===== src/hw/rtl/ralu_pkg.sv =====
// Shared types, constants and codes of the RV32 ALU execute unit.
`default_nettype none
package ralu_pkg;

  localparam int XLEN                = 32;
  localparam int REG_COUNT           = 32;
  localparam int REG_IDX_W           = 5;
  localparam int QUEUE_DEPTH_DEFAULT = 4;

  localparam logic [6:0] OPC_OP     = 7'h33;
  localparam logic [6:0] OPC_OP_IMM = 7'h13;
  localparam logic [6:0] OPC_LOAD   = 7'h03;
  localparam logic [6:0] OPC_STORE  = 7'h23;
  localparam logic [6:0] OPC_LUI    = 7'h37;
  localparam logic [6:0] OPC_BRANCH = 7'h63;
  localparam logic [6:0] OPC_JAL    = 7'h6F;
  localparam logic [6:0] OPC_SYSTEM = 7'h73;

  localparam logic [6:0] F7_BASE   = 7'h00;
  localparam logic [6:0] F7_MULDIV = 7'h01;
  localparam logic [6:0] F7_ALT    = 7'h20;

  localparam logic [2:0] F3_ADD  = 3'd0;
  localparam logic [2:0] F3_SLL  = 3'd1;
  localparam logic [2:0] F3_SLT  = 3'd2;
  localparam logic [2:0] F3_SLTU = 3'd3;
  localparam logic [2:0] F3_XOR  = 3'd4;
  localparam logic [2:0] F3_SR   = 3'd5;
  localparam logic [2:0] F3_OR   = 3'd6;
  localparam logic [2:0] F3_AND  = 3'd7;

  localparam logic [1:0] STATUS_OK          = 2'd0;
  localparam logic [1:0] STATUS_ILLEGAL     = 2'd1;
  localparam logic [1:0] STATUS_UNSUPPORTED = 2'd2;

  localparam logic [3:0] ALU_ADD = 4'd0;
  localparam logic [3:0] ALU_SUB = 4'd1;
  localparam logic [3:0] ALU_MUL = 4'd2;
  localparam logic [3:0] ALU_SLL = 4'd3;
  localparam logic [3:0] ALU_SLT = 4'd4;
  localparam logic [3:0] ALU_XOR = 4'd5;
  localparam logic [3:0] ALU_SRL = 4'd6;
  localparam logic [3:0] ALU_SRA = 4'd7;
  localparam logic [3:0] ALU_OR  = 4'd8;
  localparam logic [3:0] ALU_AND = 4'd9;

  localparam logic [4:0] SHAMT_MASK = 5'h1F;

  typedef struct packed {
    logic [1:0]           status;
    logic [3:0]           alu_op;
    logic                 use_imm;
    logic [REG_IDX_W-1:0] rd;
    logic [REG_IDX_W-1:0] rs1;
    logic [REG_IDX_W-1:0] rs2;
    logic [XLEN-1:0]      imm;
  } decoded_t;

endpackage
`default_nettype wire


===== src/hw/rtl/ralu_if.sv =====
// Request and result channel interfaces of the RV32 ALU execute unit.
`default_nettype none
interface ralu_in_if;
  logic        valid;
  logic        ready;
  logic [31:0] instr_word;

  modport source (output valid, output instr_word, input ready);
  modport sink (input valid, input instr_word, output ready);
endinterface

interface ralu_out_if;
  logic        valid;
  logic        ready;
  logic [1:0]  status;
  logic        wrote_reg;
  logic [4:0]  dest_index;
  logic [31:0] dest_value;
  logic [31:0] next_pc;

  modport source (output valid, output status, output wrote_reg, output dest_index,
                  output dest_value, output next_pc, input ready);
  modport sink (input valid, input status, input wrote_reg, input dest_index,
                input dest_value, input next_pc, output ready);
endinterface
`default_nettype wire


===== src/hw/rtl/ralu_ram.sv =====
// Generic single-write, single-read RAM with registered read data.
`default_nettype none
module ralu_ram #(
  parameter int WIDTH = 32,
  parameter int DEPTH = 32
) (
  input  wire logic                     clk,
  input  wire logic                     we,
  input  wire logic [$clog2(DEPTH)-1:0] waddr,
  input  wire logic [WIDTH-1:0]         wdata,
  input  wire logic                     re,
  input  wire logic [$clog2(DEPTH)-1:0] raddr,
  output logic      [WIDTH-1:0]         rdata
);

  logic [WIDTH-1:0] mem [DEPTH];

  always_ff @(posedge clk) begin
    if (we) begin
      mem[waddr] <= wdata;
    end
    if (re) begin
      rdata <= mem[raddr];
    end
  end

endmodule
`default_nettype wire


===== src/hw/rtl/ralu_front.sv =====
// Front end: accepts instruction requests and decodes them into queue entries.
`default_nettype none
module ralu_front (
  ralu_in_if.sink               instr,
  output logic                  push_valid,
  input  wire logic             push_ready,
  output ralu_pkg::decoded_t    push_item
);
  import ralu_pkg::*;

  logic [6:0]  opc;
  logic [2:0]  f3;
  logic [6:0]  f7;
  logic [31:0] w;

  assign w   = instr.instr_word;
  assign opc = w[6:0];
  assign f3  = w[14:12];
  assign f7  = w[31:25];

  assign push_valid  = instr.valid;
  assign instr.ready = push_ready;

  always_comb begin
    push_item.status  = STATUS_OK;
    push_item.alu_op  = ALU_ADD;
    push_item.use_imm = 1'b0;
    push_item.rd      = w[11:7];
    push_item.rs1     = w[19:15];
    push_item.rs2     = w[24:20];
    push_item.imm     = {{(XLEN-12){w[31]}}, w[31:20]};
    if (opc == OPC_OP) begin
      if (f3 != F3_ADD) begin
        push_item.status = STATUS_ILLEGAL;
      end else if (f7 == F7_BASE) begin
        push_item.alu_op = ALU_ADD;
      end else if (f7 == F7_MULDIV) begin
        push_item.alu_op = ALU_MUL;
      end else if (f7 == F7_ALT) begin
        push_item.alu_op = ALU_SUB;
      end else begin
        push_item.status = STATUS_ILLEGAL;
      end
    end else if (opc == OPC_OP_IMM) begin
      push_item.use_imm = 1'b1;
      case (f3)
        F3_ADD: push_item.alu_op = ALU_ADD;
        F3_SLL: begin
          if (f7 == F7_BASE) begin
            push_item.alu_op = ALU_SLL;
          end else begin
            push_item.status = STATUS_ILLEGAL;
          end
        end
        F3_SLT: push_item.alu_op = ALU_SLT;
        F3_XOR: push_item.alu_op = ALU_XOR;
        F3_SR: begin
          if (f7 == F7_BASE) begin
            push_item.alu_op = ALU_SRL;
          end else if (f7 == F7_ALT) begin
            push_item.alu_op = ALU_SRA;
          end else begin
            push_item.status = STATUS_ILLEGAL;
          end
        end
        F3_OR:   push_item.alu_op = ALU_OR;
        F3_AND:  push_item.alu_op = ALU_AND;
        F3_SLTU: push_item.status = STATUS_ILLEGAL;
        default: push_item.status = STATUS_ILLEGAL;
      endcase
    end else if (opc == OPC_LOAD || opc == OPC_STORE || opc == OPC_LUI ||
                 opc == OPC_BRANCH || opc == OPC_JAL || opc == OPC_SYSTEM) begin
      push_item.status = STATUS_UNSUPPORTED;
    end else begin
      push_item.status = STATUS_ILLEGAL;
    end
  end

endmodule
`default_nettype wire


===== src/hw/rtl/ralu_queue.sv =====
// Decoded-instruction queue between the front and back ends.
`default_nettype none
module ralu_queue #(
  parameter int DEPTH = ralu_pkg::QUEUE_DEPTH_DEFAULT
) (
  input  wire logic             clk,
  input  wire logic             rst,
  input  wire logic             push_valid,
  output logic                  push_ready,
  input  wire ralu_pkg::decoded_t push_item,
  output logic                  pop_valid,
  input  wire logic             pop_ready,
  output ralu_pkg::decoded_t    pop_item
);
  import ralu_pkg::*;

  localparam int PTR_W = (DEPTH > 1) ? $clog2(DEPTH) : 1;
  localparam int CNT_W = $clog2(DEPTH + 1);
  localparam logic [PTR_W-1:0] LAST_SLOT = PTR_W'(DEPTH - 1);

  decoded_t         slots [DEPTH];
  logic [PTR_W-1:0] head;
  logic [PTR_W-1:0] tail;
  logic [CNT_W-1:0] count;
  logic             do_push;
  logic             do_pop;

  assign push_ready = (count != CNT_W'(DEPTH));
  assign pop_valid  = (count != '0);
  assign pop_item   = slots[head];
  assign do_push    = push_valid && push_ready;
  assign do_pop     = pop_valid && pop_ready;

  always_ff @(posedge clk) begin
    if (do_push) begin
      slots[tail] <= push_item;
    end
  end

  always_ff @(posedge clk) begin
    if (rst) begin
      head  <= '0;
      tail  <= '0;
      count <= '0;
    end else begin
      if (do_push) begin
        tail <= (tail == LAST_SLOT) ? '0 : tail + 1'b1;
      end
      if (do_pop) begin
        head <= (head == LAST_SLOT) ? '0 : head + 1'b1;
      end
      if (do_push && !do_pop) begin
        count <= count + 1'b1;
      end else if (do_pop && !do_push) begin
        count <= count - 1'b1;
      end
    end
  end

  assert property (@(posedge clk) disable iff (rst) count <= CNT_W'(DEPTH))
    else $error("queue count above depth");
  assert property (@(posedge clk) disable iff (rst)
                   (do_push && !do_pop) |=> count == $past(count) + 1'b1)
    else $error("queue count missed a push");
  assert property (@(posedge clk) disable iff (rst)
                   (count == '0) |-> (head == tail))
    else $error("empty queue with unequal pointers");

endmodule
`default_nettype wire


===== src/hw/rtl/ralu_back.sv =====
// Back end: register read, execute, write-back, program counter and result register.
`default_nettype none
module ralu_back (
  input  wire logic             clk,
  input  wire logic             rst,
  input  wire logic             pop_valid,
  output logic                  pop_ready,
  input  wire ralu_pkg::decoded_t pop_item,
  ralu_out_if.source            result
);
  import ralu_pkg::*;

  logic                  e_valid;
  decoded_t              e_item;
  logic [REG_COUNT-1:0]  reg_valid;
  logic                  fwd_en;
  logic [REG_IDX_W-1:0]  fwd_idx;
  logic [XLEN-1:0]       fwd_val;
  logic [XLEN-1:0]       pc;
  logic [XLEN-1:0]       rdata_a;
  logic [XLEN-1:0]       rdata_b;
  logic [XLEN-1:0]       op_a;
  logic [XLEN-1:0]       reg_b;
  logic [XLEN-1:0]       op_b;
  logic [XLEN-1:0]       alu_val;
  logic [4:0]            shamt;
  logic                  fire;
  logic                  do_pop;
  logic                  ok;
  logic                  wr_en;
  logic [XLEN-1:0]       pc_next;

  assign fire      = e_valid && (!result.valid || result.ready);
  assign pop_ready = !e_valid || fire;
  assign do_pop    = pop_valid && pop_ready;
  assign ok        = (e_item.status == STATUS_OK);
  assign wr_en     = fire && ok && (e_item.rd != '0);
  assign pc_next   = ok ? pc + XLEN'(4) : pc;

  ralu_ram #(.WIDTH(XLEN), .DEPTH(REG_COUNT)) u_rf_a (
    .clk   (clk),
    .we    (wr_en),
    .waddr (e_item.rd),
    .wdata (alu_val),
    .re    (do_pop),
    .raddr (pop_item.rs1),
    .rdata (rdata_a)
  );

  ralu_ram #(.WIDTH(XLEN), .DEPTH(REG_COUNT)) u_rf_b (
    .clk   (clk),
    .we    (wr_en),
    .waddr (e_item.rd),
    .wdata (alu_val),
    .re    (do_pop),
    .raddr (pop_item.rs2),
    .rdata (rdata_b)
  );

  always_comb begin
    if (e_item.rs1 == '0) begin
      op_a = '0;
    end else if (fwd_en && fwd_idx == e_item.rs1) begin
      op_a = fwd_val;
    end else if (!reg_valid[e_item.rs1]) begin
      op_a = '0;
    end else begin
      op_a = rdata_a;
    end
    if (e_item.rs2 == '0) begin
      reg_b = '0;
    end else if (fwd_en && fwd_idx == e_item.rs2) begin
      reg_b = fwd_val;
    end else if (!reg_valid[e_item.rs2]) begin
      reg_b = '0;
    end else begin
      reg_b = rdata_b;
    end
    op_b  = e_item.use_imm ? e_item.imm : reg_b;
    shamt = op_b[4:0] & SHAMT_MASK;
  end

  always_comb begin
    case (e_item.alu_op)
      ALU_ADD: alu_val = op_a + op_b;
      ALU_SUB: alu_val = op_a - op_b;
      ALU_MUL: alu_val = XLEN'(op_a * op_b);
      ALU_SLL: alu_val = op_a << shamt;
      ALU_SLT: alu_val = ($signed(op_a) < $signed(op_b)) ? XLEN'(1) : '0;
      ALU_XOR: alu_val = op_a ^ op_b;
      ALU_SRL: alu_val = op_a >> shamt;
      ALU_SRA: alu_val = XLEN'($signed(op_a) >>> shamt);
      ALU_OR:  alu_val = op_a | op_b;
      ALU_AND: alu_val = op_a & op_b;
      default: alu_val = '0;
    endcase
  end

  always_ff @(posedge clk) begin
    if (do_pop) begin
      e_item <= pop_item;
    end
    if (wr_en) begin
      fwd_idx <= e_item.rd;
      fwd_val <= alu_val;
    end
    if (fire) begin
      result.status     <= e_item.status;
      result.wrote_reg  <= wr_en;
      result.dest_index <= wr_en ? e_item.rd : '0;
      result.dest_value <= wr_en ? alu_val : '0;
      result.next_pc    <= pc_next;
    end
  end

  always_ff @(posedge clk) begin
    if (rst) begin
      e_valid      <= 1'b0;
      reg_valid    <= '0;
      fwd_en       <= 1'b0;
      pc           <= '0;
      result.valid <= 1'b0;
    end else begin
      if (pop_ready) begin
        e_valid <= pop_valid;
      end
      if (wr_en) begin
        reg_valid[e_item.rd] <= 1'b1;
        fwd_en               <= 1'b1;
      end
      if (fire) begin
        pc           <= pc_next;
        result.valid <= 1'b1;
      end else if (result.ready) begin
        result.valid <= 1'b0;
      end
    end
  end

  assert property (@(posedge clk) disable iff (rst) wr_en |-> e_item.rd != '0)
    else $error("write to x0");
  assert property (@(posedge clk) disable iff (rst)
                   (fire && ok) |=> pc == $past(pc) + XLEN'(4))
    else $error("pc did not advance");
  assert property (@(posedge clk) disable iff (rst)
                   (fire && !ok) |=> $stable(pc))
    else $error("pc moved on a rejected request");
  assert property (@(posedge clk) disable iff (rst)
                   (result.valid && result.wrote_reg) |-> result.status == STATUS_OK)
    else $error("write reported with bad status");

endmodule
`default_nettype wire


===== src/hw/rtl/rv32_alu_execute_unit.sv =====
// Top level of the RV32 ALU execute unit.
// Channel instr (sink) takes one 32-bit RISC-V instruction word per request;
// channel result (source) returns one result per request, in order: status,
// wrote_reg, dest_index, dest_value and next_pc. Both use valid/ready; a
// request moves at a rising edge with valid and ready high.
// Supported: add, sub, mul (low word), addi, slli, slti, xori, srli, srai,
// ori, andi. x0 reads as zero and is never written. Other opcodes report
// illegal or unsupported, write nothing and hold the PC.
// Throughput is one request per cycle while the receiver does not stall the
// result channel. On an empty pipe the decoded request enters the queue at
// acceptance, then moves into execute as the register file is read (registered
// RAM read port), and from execute it loads the result register.
// Writes from one instruction are forwarded to the next, so dependent
// instructions also run back to back.
// Reset clears the queue, the pipeline, the PC and the register valid bits,
// so every register reads zero afterwards.
// When the receiver stalls, the result register holds, execute holds, and
// the queue absorbs up to QUEUE_DEPTH requests before instr.ready drops.
`default_nettype none
module rv32_alu_execute_unit #(
  parameter int QUEUE_DEPTH = ralu_pkg::QUEUE_DEPTH_DEFAULT
) (
  input  wire logic   clk,
  input  wire logic   rst,
  ralu_in_if.sink     instr,
  ralu_out_if.source  result
);
  import ralu_pkg::*;

  logic     push_valid;
  logic     push_ready;
  decoded_t push_item;
  logic     pop_valid;
  logic     pop_ready;
  decoded_t pop_item;

  ralu_front u_front (
    .instr      (instr),
    .push_valid (push_valid),
    .push_ready (push_ready),
    .push_item  (push_item)
  );

  ralu_queue #(.DEPTH(QUEUE_DEPTH)) u_queue (
    .clk        (clk),
    .rst        (rst),
    .push_valid (push_valid),
    .push_ready (push_ready),
    .push_item  (push_item),
    .pop_valid  (pop_valid),
    .pop_ready  (pop_ready),
    .pop_item   (pop_item)
  );

  ralu_back u_back (
    .clk       (clk),
    .rst       (rst),
    .pop_valid (pop_valid),
    .pop_ready (pop_ready),
    .pop_item  (pop_item),
    .result    (result)
  );

endmodule
`default_nettype wire


===== src/flat_wrapper.sv =====
// flat-port wrapper written by rule: the top's interface ports become plain ports
module rv32_alu_execute_unit_flat import ralu_pkg::*;
#(
  parameter int QUEUE_DEPTH = ralu_pkg::QUEUE_DEPTH_DEFAULT
)
  (clk, rst, instr_valid, instr_instr_word, instr_ready, result_valid, result_status, result_wrote_reg, result_dest_index, result_dest_value, result_next_pc, result_ready);
  ralu_in_if instr_i ();
  ralu_out_if result_i ();
  input  wire logic clk;
  input  wire logic rst;
  input wire logic [$bits(instr_i.valid)-1:0] instr_valid;
  input wire logic [$bits(instr_i.instr_word)-1:0] instr_instr_word;
  output wire logic [$bits(instr_i.ready)-1:0] instr_ready;
  output wire logic [$bits(result_i.valid)-1:0] result_valid;
  output wire logic [$bits(result_i.status)-1:0] result_status;
  output wire logic [$bits(result_i.wrote_reg)-1:0] result_wrote_reg;
  output wire logic [$bits(result_i.dest_index)-1:0] result_dest_index;
  output wire logic [$bits(result_i.dest_value)-1:0] result_dest_value;
  output wire logic [$bits(result_i.next_pc)-1:0] result_next_pc;
  input wire logic [$bits(result_i.ready)-1:0] result_ready;
  assign instr_i.valid = instr_valid;
  assign instr_i.instr_word = instr_instr_word;
  assign instr_ready = instr_i.ready;
  assign result_valid = result_i.valid;
  assign result_status = result_i.status;
  assign result_wrote_reg = result_i.wrote_reg;
  assign result_dest_index = result_i.dest_index;
  assign result_dest_value = result_i.dest_value;
  assign result_next_pc = result_i.next_pc;
  assign result_i.ready = result_ready;
  rv32_alu_execute_unit #(.QUEUE_DEPTH(QUEUE_DEPTH)) u_core (.clk(clk), .rst(rst), .instr(instr_i), .result(result_i));
endmodule

===== config.mk =====
export PLATFORM = sky130hd
export DESIGN_NAME = rv32_alu_execute_unit_flat
export DESIGN_NICKNAME = d
export VERILOG_FILES = /design/src/hw/rtl/ralu_pkg.sv /design/src/hw/rtl/ralu_if.sv /design/src/hw/rtl/ralu_ram.sv /design/src/hw/rtl/ralu_front.sv /design/src/hw/rtl/ralu_queue.sv /design/src/hw/rtl/ralu_back.sv /design/src/hw/rtl/rv32_alu_execute_unit.sv /design/src/flat_wrapper.sv
export SDC_FILE = /design/constraint.sdc
export NUM_CORES = 2
export LEC_CHECK = 0
export ABC_AREA = 1
export BUFFER_PORTS_ARGS = -buffer_cell sky130_fd_sc_hd__clkbuf_2
export CAP_MARGIN = 20
export CORE_MARGIN = 2
export CORE_UTILIZATION = 25
export DETAILED_ROUTE_END_ITERATION = 10
export SYNTH_ARGS = -nofsm -noshare
export SYNTH_HDL_FRONTEND = slang
export SYNTH_SLANG_ARGS = --single-unit

===== constraint.sdc =====
create_clock -name clk -period 13 [get_ports clk]
set_input_delay 1.3 -clock clk [delete_from_list [all_inputs] [get_ports clk]]
set_output_delay 1.3 -clock clk [all_outputs]
set_load 0.05 [all_outputs]

==> summary by stage <==
Floorplan
The number of standard-cell rows in the floorplan is 219. The initial core utilization is 25.1%. The floorplan step set the die height to 601 um. The die covers 361000 um2. In this run the horizontal extent of the chip is 601 um.

The area of the core region is 355000 um2. For this design the top-level I/O count stands at 110.

Timing
For this run, the top clock speed supported by timing is 87.4 MHz. The time the worst path needs with I/O delays and setup is 11.44 ns. The transition time at the pin with the least slew margin is 1.12 ns. The setup total negative slack is 0 ns. The number of hold-slack violations in the final timing report was 0. The worst path uses 88.0% of the clock period. The setup clock skew after layout is 0.0911 ns. Setup repair after global routing left no endpoint under its margin. Headroom to the max-slew limit came out at 25.2%. Setup violations remaining at the end of the flow were counted as 0. The total count of max-transition violations in the final report is 0.

Synth
Counting flops with a built-in enable in the synthesized netlist gives 1340. The fraction of registers with async set/reset is 0%. Sorting the synthesized cells by how often they occur yields sky130_fd_sc_hd__nor2_1 (1619), sky130_fd_sc_hd__edfxtp_1 (1340), sky130_fd_sc_hd__nand2_1 (1220). The cell type with the highest aggregate area in the netlist is sky130_fd_sc_hd__edfxtp_1.

The top cell type's share of synthesized area is 45.1%. Of the synthesized area, sequential elements account for 46.8%. Counting every instance in the synthesized netlist gives 9746. Sorting the synthesized cells by area gives the leading types as sky130_fd_sc_hd__edfxtp_1 (45%), sky130_fd_sc_hd__fa_1 (9.2%), sky130_fd_sc_hd__nor2_1 (6.8%). The count of warnings emitted by yosys is 0. The leading register cell type out of synthesis is sky130_fd_sc_hd__edfxtp_1.

A synthesized cell averages 9.15 um2. The most numerous cell in the Yosys netlist is sky130_fd_sc_hd__nor2_1. The synthesized area is 89100 um2. Synthesis inferred 1414 register bits. The count of unique library cells instantiated by Yosys is 73.

Layout
Counting the fill cells in the layout gives 37400. The fraction of layout cells with a size suffix above 1 is 7.31%. The largest registers in the layout are u_core.u_back.u_rf_b.mem x1024, u_core.u_queue.slots x116.

From synthesis to final layout, the design area changed by 11.7%. The number of nets at the end of the flow is 10200. The register containing the most flip-flops in the final layout is u_core.u_back.u_rf_b.mem. Once layout is complete, the utilization of the core stands at 28.0%. The register with the most flip-flops in the layout has 1024 of them.

Global routing
The maximum number of pins on one net before global-route repair is 202. The remaining global-route overflow is 0. The overall routing resource usage is 18.0%.

The global-route wire length before repair is 489000 um. The number of global-route vias before repair is 72200. The initial antenna violation count is 11.

Job
The number of max-cap violations is 0.

Placed design
At the end of routability-driven placement, the weighted congestion stood at 1.01. Detailed placement ended at an HPWL of 218000 um. Input and output buffers added on the ports amount to 107.

Clock network
TritonCTS built the clock tree. The number of hold buffers added after CTS was 0. After clock tree synthesis, the repair step resized 0 gates.

The clock buffer count from CTS is 153. The number of setup buffers added after CTS is 0. Counting along the longest clock path gives a buffer depth of 4. The clock input transition at the sequential cells of the worst setup and hold paths is 0.06 ns. The clock sink count is 1414. The clock reaches the later pin of the worst-skew pair after 0.84 ns. The cell sitting at the root of the clock tree is a sky130_fd_sc_hd__clkbuf_16. The level count of the clock H-tree is 4.

Drt
Summing over every cut layer, the via total after detailed routing is 75800. After detailed routing, the average wire length per cell comes to 23.6 um. After detailed routing, the number of vias per cell comes to 5.26.

In the detailed route, the total length drawn on met3 is 33100 um. The initial DRC count is 9668. The post-detailed-routing wire length is 340000 um.

For this block, wires on met1 add up to 133000 um. Routed signal wires occupy layers up through met5. In the routed design, unresolved DRC markers number 0. In this run the remaining antenna-violating nets after routing total 0. The pre-antenna-repair detailed-routing pass consisted of 7 iterations.

Detailed routing placed a total of 153000 um of wire on met2.

Critical path
The maximum fanout along the worst path is 33. STA puts the critical path data required time at 13.49 ns. Counting stages on the worst path, the most repeated cell is sky130_fd_sc_hd__fa_1. STA classifies the critical path startpoint as a flop. Data arrives at the worst endpoint at 11.93 ns. The worst setup path is captured at a flop. The startpoint-to-endpoint class of the critical path is reg -> reg. The highest-delay cell along the critical path is sky130_fd_sc_hd__nand2_1. The number of cells traversed by the worst register-to-register path is 39. On the worst path, the slowest cell contributes a delay of 0.75 ns.

Worst hold path
The hold path depth is 0. The class of the worst hold path is reg -> reg.

Status
The flow ran to the end, and the final reports show no timing, DRC or antenna violations.
-- cell usage in the layout, fill, tap and decap left out, types with 10 or more instances in the layout --
cell type and n:
sky130_fd_sc_hd__clkinv_1 49, sky130_fd_sc_hd__nor2_1 1584, sky130_fd_sc_hd__edfxtp_1 1340, sky130_fd_sc_hd__clkinv_2 22, sky130_fd_sc_hd__a211oi_1 15, sky130_fd_sc_hd__nand2_1 1214
sky130_fd_sc_hd__inv_1 996, sky130_fd_sc_hd__o21ai_0 733, sky130_fd_sc_hd__ha_1 227, sky130_fd_sc_hd__inv_2 50, sky130_fd_sc_hd__a221oi_1 18, sky130_fd_sc_hd__nand4_1 19
sky130_fd_sc_hd__o22ai_1 46, sky130_fd_sc_hd__or2_2 24, sky130_fd_sc_hd__nor4_1 11, sky130_fd_sc_hd__a21oi_1 821, sky130_fd_sc_hd__o221ai_1 451, sky130_fd_sc_hd__clkbuf_1 26
sky130_fd_sc_hd__o211ai_1 20, sky130_fd_sc_hd__o311ai_0 64, sky130_fd_sc_hd__clkbuf_2 107, sky130_fd_sc_hd__xor2_1 35, sky130_fd_sc_hd__nand3_1 403, sky130_fd_sc_hd__o2111ai_1 13
sky130_fd_sc_hd__dfxtp_1 73, sky130_fd_sc_hd__conb_1 34, sky130_fd_sc_hd__a31oi_1 155, sky130_fd_sc_hd__clkbuf_16 156, sky130_fd_sc_hd__nand2_2 31, sky130_fd_sc_hd__nor2_4 40
sky130_fd_sc_hd__fa_1 411, sky130_fd_sc_hd__buf_4 162, sky130_fd_sc_hd__nor2_2 10, sky130_fd_sc_hd__o21a_1 24, sky130_fd_sc_hd__nor3_1 30, sky130_fd_sc_hd__o21ai_1 67
-- metal layers --
| layer | global-route usage, % | vias to the layer above |
|---|---|---|
| met5 | 0 | - |
| li1 | - | 33400 |
| met3 | 2.89 | 862 |
| met2 | 28.7 | 4249 |
| met4 | 9.74 | 8 |
| met1 | 23.4 | 37300 |
-- per-stage QoR --
| step | instance area, um2 | cells | hold slack (ns) | worst slack [ns] |
|---|---|---|---|---|
| floorplan | 89300 | 9779 | 0.426 | 3.33 |
| global placement | 94900 | 14200 | 0.478 | 1.63 |
| detailed placement | 94900 | 14200 | 0.493 | 1.68 |
| CTS | 99400 | 14400 | 0.495 | 1.62 |
| global route | 99600 | 14400 | 0.514 | 0.929 |
| finish | 99600 | 14400 | 0.494 | 1.56 |
-- worst max-delay path, delay by kind of cell, from the launching register on --
kind / cells / cell delay, ns
simple gates: 13 / 2.28
xor+xnor: 1 / 0.33
fa+ha+maj: 9 / 4.34
flops: 1 / 0.64
buf+inv: 10 / 2.00
compound gates: 6 / 1.43
-- logic make-up after synthesis --
family          share of synthesized area (%)
xor+xnor                                0.432
mux                                    0.0337
buf+inv                                  7.53
other cells                           0.00421
fa+ha+maj                                12.4
simple gates                             15.5
flops                                    46.8
compound gates                           17.2
-- worst paths after layout --
kind,startpoint,end,slack (ns)
setup reg to reg,u_core.u_back.e_item[33],u_core.u_back.u_rf_b.mem[22][31],1.56
hold / removal,u_core.u_back.e_item[52],u_core.u_back.result.status[0],0.49
setup / recovery,u_core.u_back.e_item[33],u_core.u_back.u_rf_b.mem[22][31],1.56
hold reg to reg,u_core.u_back.e_item[52],u_core.u_back.result.status[0],0.49
-- layout make-up --
cell class / instances / area, um2 / share of cell area, %
sequential: 1414 / 41700 / 41.9
multi-input combinational: 6642 / 41300 / 41.4
timing repair buffer: 281 / 2020 / 2.03
clock inverter: 77 / 494 / 0.496
antenna: 6 / 15.0 / 0.0151
inverter: 1071 / 4080 / 4.10
clock buffer: 185 / 4040 / 4.06
tap: 4751 / 5940 / 5.97
Power is not shown: default switching activity piles up to over one toggle a cycle in this logic, so the estimate is an artifact.
